### src/rtl/bfd_pkg.sv
`default_nettype none

package bfd_pkg;

	// Field and datapath widths
	localparam int DELTA_W  = 16;
	localparam int MAG_W    = 16;
	localparam int Q_SHIFT  = 14;
	localparam int RAT_W    = Q_SHIFT + 1;
	localparam int ANG_W    = 16;
	localparam int K2_W     = 12;
	localparam int PROD1_W  = RAT_W + K2_W;
	localparam int PROD2_W  = ANG_W + RAT_W;

	// Divider layout: one quotient bit in the front stage, the rest two per stage
	localparam int DIV_SPS  = 2;
	localparam int DIV_STG  = Q_SHIFT / DIV_SPS;

	// Axis bearings
	localparam logic [ANG_W-1:0] BRG_NORTH = 16'h0000;
	localparam logic [ANG_W-1:0] BRG_EAST  = 16'h4000;
	localparam logic [ANG_W-1:0] BRG_SOUTH = 16'h8000;
	localparam logic [ANG_W-1:0] BRG_WEST  = 16'hC000;

	// Octant polynomial coefficients
	localparam logic [RAT_W-1:0] POLY_MID  = 15'h1333;
	localparam logic [K2_W-1:0]  POLY_K2   = 12'hB00;
	localparam logic [ANG_W-1:0] POLY_K1   = 16'h2800;
	localparam logic [RAT_W-1:0] RATIO_MAX = 15'h4000;
	localparam logic [ANG_W-1:0] ANG_MAX   = 16'h2800;

	// Control that rides along with each word
	typedef struct packed {
		logic             spec;
		logic [ANG_W-1:0] spec_brg;
		logic             swp;
		logic             xneg;
		logic             yneg;
	} ctl_t;

endpackage

`default_nettype wire

### src/rtl/bfd_div_stage.sv
`default_nettype none

module bfd_div_stage import bfd_pkg::*; (
	input  wire logic             clk,
	input  wire logic             load,
	input  wire logic [MAG_W-1:0] rem_prev,
	input  wire logic [RAT_W-1:0] quo_prev,
	input  wire logic [MAG_W-1:0] hi_prev,
	output logic      [MAG_W-1:0] rem,
	output logic      [RAT_W-1:0] quo,
	output logic      [MAG_W-1:0] hi
);

	logic [MAG_W-1:0] rem_nxt;
	logic [RAT_W-1:0] quo_nxt;

	// Restoring division: shift, trial subtract, keep if non-negative
	always_comb begin
		logic [MAG_W:0] sh;
		logic           qbit;
		rem_nxt = rem_prev;
		quo_nxt = quo_prev;
		for (int j = 0; j < DIV_SPS; j++) begin
			sh   = {rem_nxt, 1'b0};
			qbit = (sh >= {1'b0, hi_prev});
			if (qbit) begin
				rem_nxt = MAG_W'(sh - {1'b0, hi_prev});
			end else begin
				rem_nxt = MAG_W'(sh);
			end
			quo_nxt = {quo_nxt[RAT_W-2:0], qbit};
		end
	end

	// Stage register
	always_ff @(posedge clk) begin
		if (load) begin
			rem <= rem_nxt;
			quo <= quo_nxt;
			hi  <= hi_prev;
		end
	end

endmodule

`default_nettype wire

### src/rtl/bearing_from_deltas.sv
// Stages from accepted input word to output word (1 magnitude stage,
// 7 divider stages at two quotient bits each, 2 polynomial stages,
// 1 octant fold stage). Throughput: one word per cycle unless the output stalls;
// a stalled output lets empty stages behind it keep filling.
// The per-stage ready chain sets the stall behavior; nothing is lost or repeated.
// Reset (arst_n low, asynchronous) clears the stage valid bits only; no state is kept.
`default_nettype none

module bearing_from_deltas import bfd_pkg::*; (
	input  wire logic                      clk,
	input  wire logic                      arst_n,
	input  wire logic                      in_valid,
	output logic                           in_ready,
	input  wire logic signed [DELTA_W-1:0] delta_x,
	input  wire logic signed [DELTA_W-1:0] delta_y,
	output logic                           out_valid,
	input  wire logic                      out_ready,
	output logic             [ANG_W-1:0]   bearing
);

	localparam int DIV_END = DIV_STG + 1;
	localparam int P1      = DIV_END + 1;
	localparam int P2      = DIV_END + 2;
	localparam int N_STG   = DIV_END + 3;

	logic v_s    [1:N_STG];
	logic load   [1:N_STG+1];
	ctl_t ctl_s  [1:P2];

	logic [MAG_W-1:0] rem_s [1:DIV_END];
	logic [RAT_W-1:0] quo_s [1:DIV_END];
	logic [MAG_W-1:0] hi_s  [1:DIV_END];

	logic [RAT_W-1:0]   r_s9;
	logic [PROD1_W-1:0] prod1_s9;
	logic [PROD2_W-1:0] prod2_s10;
	logic [ANG_W-1:0]   bearing_s11;

	// Ready chain: a stage loads when empty or when the one ahead moves
	always_comb begin
		load[N_STG+1] = out_ready;
		for (int i = N_STG; i >= 1; i--) begin
			load[i] = !v_s[i] || load[i+1];
		end
	end

	assign in_ready  = load[1];
	assign out_valid = v_s[N_STG];
	assign bearing   = bearing_s11;

	// Valid bits
	always_ff @(posedge clk or negedge arst_n) begin
		if (!arst_n) begin
			for (int i = 1; i <= N_STG; i++) begin
				v_s[i] <= 1'b0;
			end
		end else begin
			if (load[1]) begin
				v_s[1] <= in_valid;
			end
			for (int i = 2; i <= N_STG; i++) begin
				if (load[i]) begin
					v_s[i] <= v_s[i-1];
				end
			end
		end
	end

	// Stage 1: magnitudes, order, axis cases, first quotient bit
	logic [MAG_W-1:0] xu, yu, ax, ay, lo, hi;
	logic             swp, eq;
	ctl_t             ctl_in;

	assign xu = delta_x;
	assign yu = delta_y;

	always_comb begin
		ax  = xu[MAG_W-1] ? MAG_W'(~xu + 16'd1) : xu;
		ay  = yu[MAG_W-1] ? MAG_W'(~yu + 16'd1) : yu;
		swp = ax > ay;
		lo  = swp ? ay : ax;
		hi  = swp ? ax : ay;
		eq  = lo == hi;

		ctl_in.swp      = swp;
		ctl_in.xneg     = xu[MAG_W-1];
		ctl_in.yneg     = yu[MAG_W-1];
		ctl_in.spec     = 1'b0;
		ctl_in.spec_brg = BRG_SOUTH;
		if (delta_x == 0) begin
			ctl_in.spec     = 1'b1;
			ctl_in.spec_brg = (delta_y > 0) ? BRG_NORTH : BRG_SOUTH;
		end else if (delta_y == 0) begin
			ctl_in.spec     = 1'b1;
			ctl_in.spec_brg = (delta_x > 0) ? BRG_EAST : BRG_WEST;
		end
	end

	always_ff @(posedge clk) begin
		if (load[1]) begin
			rem_s[1] <= eq ? '0 : lo;
			quo_s[1] <= RAT_W'(eq);
			hi_s[1]  <= hi;
		end
	end

	// Control travels with its word
	always_ff @(posedge clk) begin
		if (load[1]) begin
			ctl_s[1] <= ctl_in;
		end
		for (int i = 2; i <= P2; i++) begin
			if (load[i]) begin
				ctl_s[i] <= ctl_s[i-1];
			end
		end
	end

	// Divider stages
	for (genvar k = 0; k < DIV_STG; k++) begin : g_div
		bfd_div_stage u_stage (
			.clk      (clk),
			.load     (load[k+2]),
			.rem_prev (rem_s[k+1]),
			.quo_prev (quo_s[k+1]),
			.hi_prev  (hi_s[k+1]),
			.rem      (rem_s[k+2]),
			.quo      (quo_s[k+2]),
			.hi       (hi_s[k+2])
		);
	end

	// First polynomial stage: distance from the midpoint times K2
	logic [RAT_W-1:0] mid_dist;

	always_comb begin
		if (quo_s[DIV_END] > POLY_MID) begin
			mid_dist = quo_s[DIV_END] - POLY_MID;
		end else begin
			mid_dist = POLY_MID - quo_s[DIV_END];
		end
	end

	always_ff @(posedge clk) begin
		if (load[P1]) begin
			r_s9     <= quo_s[DIV_END];
			prod1_s9 <= PROD1_W'(mid_dist) * PROD1_W'(POLY_K2);
		end
	end

	// Second polynomial stage: corrected slope times ratio
	logic [ANG_W-1:0] slope;

	assign slope = POLY_K1 - ANG_W'(prod1_s9[PROD1_W-1:Q_SHIFT]);

	always_ff @(posedge clk) begin
		if (load[P2]) begin
			prod2_s10 <= PROD2_W'(slope) * PROD2_W'(r_s9);
		end
	end

	// Output stage: fold the octant angle into place
	logic [ANG_W-1:0] ang, res;
	ctl_t             c10;

	assign ang = ANG_W'(prod2_s10[PROD2_W-1:Q_SHIFT]);
	assign c10 = ctl_s[P2];

	always_comb begin
		if (!c10.xneg) begin
			if (!c10.yneg) begin
				res = c10.swp ? BRG_EAST - ang : ang;
			end else begin
				res = c10.swp ? BRG_EAST + ang : BRG_SOUTH - ang;
			end
		end else begin
			if (!c10.yneg) begin
				res = c10.swp ? BRG_WEST + ang : BRG_NORTH - ang;
			end else begin
				res = c10.swp ? BRG_WEST - ang : BRG_SOUTH + ang;
			end
		end
	end

	always_ff @(posedge clk) begin
		if (load[N_STG]) begin
			bearing_s11 <= c10.spec ? c10.spec_brg : res;
		end
	end

`ifndef SYNTHESIS
	// Quotient of an ordered pair never exceeds one in Q14
	a_ratio_range: assert property (@(posedge clk) disable iff (!arst_n)
		v_s[DIV_END] && !ctl_s[DIV_END].spec |-> quo_s[DIV_END] <= RATIO_MAX)
		else $error("ratio out of range");

	// Final remainder stays below the divisor
	a_rem_below: assert property (@(posedge clk) disable iff (!arst_n)
		v_s[DIV_END] && !ctl_s[DIV_END].spec |-> rem_s[DIV_END] < hi_s[DIV_END])
		else $error("divider remainder not reduced");

	// Octant angle never exceeds its bound
	a_ang_range: assert property (@(posedge clk) disable iff (!arst_n)
		v_s[P2] && !ctl_s[P2].spec |-> ang <= ANG_MAX)
		else $error("octant angle out of range");

	// A word held at the output blocks the stage behind it only when that stage is full
	a_hold_chain: assert property (@(posedge clk) disable iff (!arst_n)
		out_valid && !out_ready |-> load[N_STG-1] == !v_s[N_STG-1])
		else $error("ready chain broken at output");
`endif

endmodule

`default_nettype wire

### config.mk
export PLATFORM = sky130hd
export DESIGN_NAME = bearing_from_deltas
export DESIGN_NICKNAME = d
export VERILOG_FILES = /design/src/rtl/bfd_pkg.sv /design/src/rtl/bfd_div_stage.sv /design/src/rtl/bearing_from_deltas.sv
export SDC_FILE = /design/constraint.sdc
export NUM_CORES = 2
export LEC_CHECK = 0
export BUFFER_PORTS_ARGS = -buffer_cell sky130_fd_sc_hd__buf_2
export CAP_MARGIN = 20
export CORE_ASPECT_RATIO = 1.1
export CORE_UTILIZATION = 50
export DETAILED_ROUTE_END_ITERATION = 6
export GPL_TIMING_DRIVEN = 0
export HOLD_SLACK_MARGIN = 0.12
export PLACE_DENSITY = 0.68
export SLEW_MARGIN = 20
export SYNTH_ARGS = -nofsm -noshare
export SYNTH_HDL_FRONTEND = slang
export SYNTH_SLANG_ARGS = --single-unit
export TNS_END_PERCENT = 10
### constraint.sdc
create_clock -name clk -period 7.2 [get_ports clk]
set_input_delay 0.72 -clock clk [delete_from_list [all_inputs] [get_ports clk]]
set_output_delay 0.72 -clock clk [all_outputs]
set_load 0.02 [all_outputs]
# Word level (Yosys, flattened, before mapping)
# Memories as Yosys holds them, arrays and structs flattened.
# Index checks and enable logic that the tools add are counted.
# op_classes
n_lt_le_gt_ge	18
n_div	0
reduce_logical	24
eq_ne	1
shift	0
n_bitwise	2
add_sub_neg	25
n_mul	2
mux	50
# ops
op	n
two-way mux 16 bit	27
>= comparator 17 x 16 -> 1 bit	14
subtractor 16 bit	13
logical NOT 32 bit	2
two-way mux 17 bit	2
adder 16 x 1 -> 16 bit (second input constant)	2
adder 16 bit (first input constant)	2
greater-than comparator 16 x 1 -> 1 bit (second input constant)	2
inverter 16 bit	2
subtractor 16 bit (first input constant)	2
multiplier 16 x 15 -> 30 bit	1
two-way mux 1 bit	20
multiplier 15 x 4 -> 19 bit (second input constant)	1
adder 15 x 16 -> 16 bit (first input constant)	1
equality test 16 bit	1
greater-than comparator 16 bit	1
subtractor 1 x 16 -> 16 bit (first input constant)	1
subtractor 15 x 16 -> 16 bit (first input constant)	1
greater-than comparator 15 x 13 -> 1 bit (second input constant)	1
two-way mux 15 bit	1
subtractor 13 x 15 -> 15 bit (first input constant)	1
subtractor 14 x 13 -> 15 bit (first input constant)	1
subtractor 15 x 13 -> 15 bit (second input constant)	1
logical NOT 1 bit	11
logical OR 1 bit	11
# word_totals
romBits	0
out_inout_bits	18
ramBits	200
in_bits	36
memories	1
ff_bits	379
latchBits	0
elab_cells	166
# mem_list
memory	words	width	rd	rd_ports_with_merged_regs	write_ports	line	text
ctl_s	10	20	10	0	10	bearing_from_deltas.sv:28	ctl_t ctl_s [1:P2];

# Longest topological paths before layout
# logic_depth
depth_word	14
depth_mapped	32
ltp_nobuf	30

# Hierarchy
# From an unflattened synthesis, not the netlist that was laid out.
# unflattened
hier_cells	3580
hier_area_um2	38592.0
# by_module_without_submodules
mod	seq_area_each_um2	cells_per_inst	instances	area_each_um2
bfd_div_stage at g_div[0].u_stage ...	1411.4	293	6	3263.1
bearing_from_deltas	4869.7	1506	1	15593.7
bfd_div_stage at g_div[6].u_stage	1411.4	316	1	3419.5

# Least setup slack after synthesis
# No wires, ideal clock.
# synth_timing
path_kind	reg2reg
from	register prod1_s9[16]
to	register prod2_s10[29] (data pin)
arrival_time_ns	6.957
path_buffers	1
setup_slack_ns	-0.016
stages_incl_launch_ff	28
required_ns	6.940
synth_period_minus_slack_ns	7.216
path_cell_list	edfxtp_1 -> nor3_1 -> nand2b_1 -> or3_1 -> or3_1 -> xnor2_1 -> clkbuf_1 -> and2_1 -> fa_1 -> inv_1 -> fa_1 -> inv_1 -> fa_1 -> fa_1 -> fa_1 -> inv_1 -> fa_1 -> inv_1 -> ha_1 -> a21o_1 -> a21oi_1 -> nor2b_1 -> o221a_2 -> a31o_2 -> a221oi_2 -> a21oi_1 -> a21oi_1 -> xnor2_1
# synth_via
elab_chain_cells	2
# synth_rtl
element	line	text
start: declaration	bearing_from_deltas.sv:35	logic [PROD1_W-1:0] prod1_s9;
start signal: assignment	bearing_from_deltas.sv:147	prod1_s9 <= PROD1_W'(mid_dist) * PROD1_W'(POLY_K2);
subtractor 14 x 13 -> 15 bit	bearing_from_deltas.sv:154	assign slope = POLY_K1 - ANG_W'(prod1_s9[PROD1_W-1:Q_SHIFT]);
multiplier 16 x 15 -> 30 bit	bearing_from_deltas.sv:158	prod2_s10 <= PROD2_W'(slope) * PROD2_W'(r_s9);
end signal: assignment	bearing_from_deltas.sv:158	
end: declaration	bearing_from_deltas.sv:36	logic [PROD2_W-1:0] prod2_s10;
# No other way between the ends.
# A chain may end at the register's enable or synchronous reset.

# Worst setup path after layout
# layout_timing
from	register prod1_s9[14]
to	register prod2_s10[29] (data pin)
# The elaborated chain is that of the path after synthesis.

==> flow_metrics.tcl <==
set metrics [dict create \
    outcome "complete, but fails checks" \
    violations "negative setup slack" \
    routed_wl_mm 74.7 \
    rsz0062_at_grt "yes" \
    synth_commonest_cells "inv_1, edfxtp_1, ha_1" \
    antenna_found_initial 0 \
    cts_buffers 47 \
    maxCapViolations 0 \
    drtIter0Drc 1321 \
    numPortBuffers 53 \
    start_util_pct 50.8 \
    r2r_start "prod1_s9[14]" \
    endpoint_kind "flip-flop" \
    die_x_um 255 \
    gr-total-overflow 0 \
    synthesis.nets 3981 \
    cts_root_buf "clkbuf_16" \
    setup_violations 2 \
    yosysWarnings 0 \
    hold_viol_final 0 \
    synth_mux_area_share_pct 4.82 \
    routed_via_density 5.47 \
    synthCells 3408 \
    finalClockSkew_ns 0.0281 \
    drcViolationCount 0 \
    critPathBufInv 6 \
    slowest_delay_ns 0.54 \
    cp_top_family "adder cells" \
    wl_per_cell_um 16.5 \
    stdcell_area_mm2 0.0391 \
    cp.depth 25 \
    cts_sinks 419 \
    cp-startpoint "prod1_s9[14]" \
    synth.top_cell.area_share_pct 34.8 \
    reg2reg_setup_slack_ns -0.02 \
    clk_latency_ns 0.59 \
    synth_fa_ha_area_share_pct 22.8 \
    path_max_fanout 10 \
    ys.flop_type "edfxtp_1" \
    hpwl_mm 59.1 \
    fin_util_pct 56.5 \
    cts.path.max_buffers 3 \
    required_ns 7.53 \
    seq_area_mm2 0.0125 \
    fill_cells 5951 \
    period_minus_slack_ns 7.22 \
    tightest_slew_ns 1.04 \
    synth.most_common_cell "inv_1" \
    grt_pass1_vias 24600 \
    pre_cts_ws_ns -1.47 \
    rows 101 \
    hold_class "input pin to flip-flop" \
    boundaryPins 54 \
    fmax_mhz 138 \
    cp-endpoint "prod2_s10[29]" \
    drtPass1Iterations 5 \
    ys_seq_elements 419 \
    grt_pass1_wl_mm 122 \
    ys_seq_area_share_pct 35.6 \
    syn2layout_area_growth_pct 11.2 \
    crit_type "flip-flop to flip-flop" \
    crit_arrival_ns 7.55 \
    vias 24700 \
    slew_headroom_pct 30.5 \
    core_area_mm2 0.0693 \
    cp_slowest_cell "fa_1" \
    synthXorXnorAreaFrac_pct 5.85 \
    path_clk_slew_ns 0.06 \
    r2r_cells 25 \
    synth_top_area_cell "edfxtp_1" \
    drive_gt1_share_pct 12.2 \
    place_area_mm2 0.0368 \
    grt_start_max_net_pins 50 \
    fin_crit_sh_pct 100 \
    ys_top_cells_by_area "edfxtp_1, ha_1, fa_1, inv_1, mux2_2" \
    yosys.area_share.simple_pct 12.5 \
    routabilityCongestion 0.913 \
    synth_cell_types 94 \
    setup_tns_ns -0.0429 \
    critPathLaunchType "flip-flop" \
    async_reset_ff_share_pct 2.63 \
    die_h_um 280 \
    cts_tree "built" \
    synth_edf_count 408 \
    synth_top_family_by_area "adder cells" \
    multi_input_area_mm2 0.0210 \
    drv_slew 0 \
    die_area_mm2 0.0714 \
    avgSynthCellArea_um2 10.3 \
    cpMostUsedCell "fa_1" \
    nNetsFinal 4128 \
    r2r-end "prod2_s10[29]" \
    synth_area_mm2 0.0352 \
    drtAntennaViolNets 0 \
    layout_setup_ws_ns -0.0223 \
    synth_compound_area_share_pct 12.6 \
    num_antenna_cells 0 \
    htreeDepth 2 \
    track_usage_pct 21.1 \
]
## sequential cells by signal, summed over array words and instances (netlist names), 16 cells and up
signal	count
hi_s	16
g_div.u_stage.rem	96
bearing	16
rem_s	16
ctl_s	60
prod2_s10	16
g_div.u_stage.quo	63
g_div.u_stage.hi	96
## worst min path at each step
stage	from	to	depth (start not counted)
global route	in_valid	v_s[10]	2
floorplan	ctl_s[0][80]	ctl_s[0][100]	0
CTS	delta_y[15]	ctl_s[0][20]	1
finish	delta_y[15]	ctl_s[0][20]	1
detailed placement	ctl_s[0][80]	ctl_s[0][100]	0
global placement	g_div[4].u_stage.quo[0]	g_div[5].u_stage.quo[2]	0
## logic make-up (layout without fill, tap and decap cells)
| family | Yosys count | after routing |
|---|---|---|
| AND/OR/NAND/NOR | 883 | 883 |
| XOR/XNOR | 235 | 235 |
| flip-flops | 419 | 419 |
| multiplexers | 149 | 149 |
| buffers and inverters | 514 | 699 |
| AO/OA/AOI/OAI | 671 | 671 |
| adder cells (fa/ha/maj) | 537 | 537 |
## final cells by class
class / count / area share (%)
buffer: 78 / 1.21
clock buffer: 60 / 3.21
timing repair buffer: 98 / 1.87
sequential: 419 / 32.0
inverter: 436 / 4.19
multi-input combinational: 2475 / 53.8
clock inverter: 27 / 0.666
tap: 927 / 2.97
## placed cells by master, fill, tap and decap left out, types with 10 or more instances in the layout
cell type	count
nand3_1	30
a21o_1	83
inv_1	431
buf_2	67
o21ai_0	135
clkbuf_8	10
nor2b_1	45
nor2_1	184
buf_4	34
and3_1	20
o21bai_1	17
nor4_1	13
fa_1	171
edfxtp_1	408
nand2_1	230
o21ai_1	22
mux2_1	10
and2_1	128
clkbuf_1	51
dfrtp_1	11
nor3_1	69
or2_2	12
o21a_1	39
o31ai_1	22
or3_1	19
buf_6	11
mux2_2	114
a31oi_1	14
xnor2_1	133
nand4_1	41
clkbuf_16	47
a211oi_1	29
mux2_4	10
a21oi_2	11
xor2_1	95
ha_1	356
mux2i_1	15
a21oi_1	169
nand2b_1	37
## metrics by stage
stage                     cells  hold WS [ns]
after floorplan            3408         0.400
after CTS                  4518         0.275
final                      4520         0.318
after global routing       4520         0.303
after detailed placement   4398         0.405
after global placement     4388         0.401
## routing by layer
| layer | track usage [%] | up-vias | wire length [um] |
|---|---|---|---|
| met4 | 6.71 | 0 | 2140 |
| met1 | 27.4 | 11900 | 33500 |
| met3 | 2.44 | 131 | 2570 |
| met5 | 0 | - | 0 |
| met2 | 36.7 | 454 | 36600 |
| li1 | - | 12300 | - |
## repair_timing
| action | CTS | global route |
|---|---|---|
| hold buffers | 1 | 0 |
| endpoints found under the setup margin | 16 | 13 |
| pin swaps | 51 | 12 |
| hold endpoints to repair | 11 | 0 |
| resized for setup | 89 | 13 |
| setup buffers | 32 | 2 |
Power is left out: the tool's default activity adds up to more than one toggle a clock period on the data nets, which glitch-free logic cannot reach.
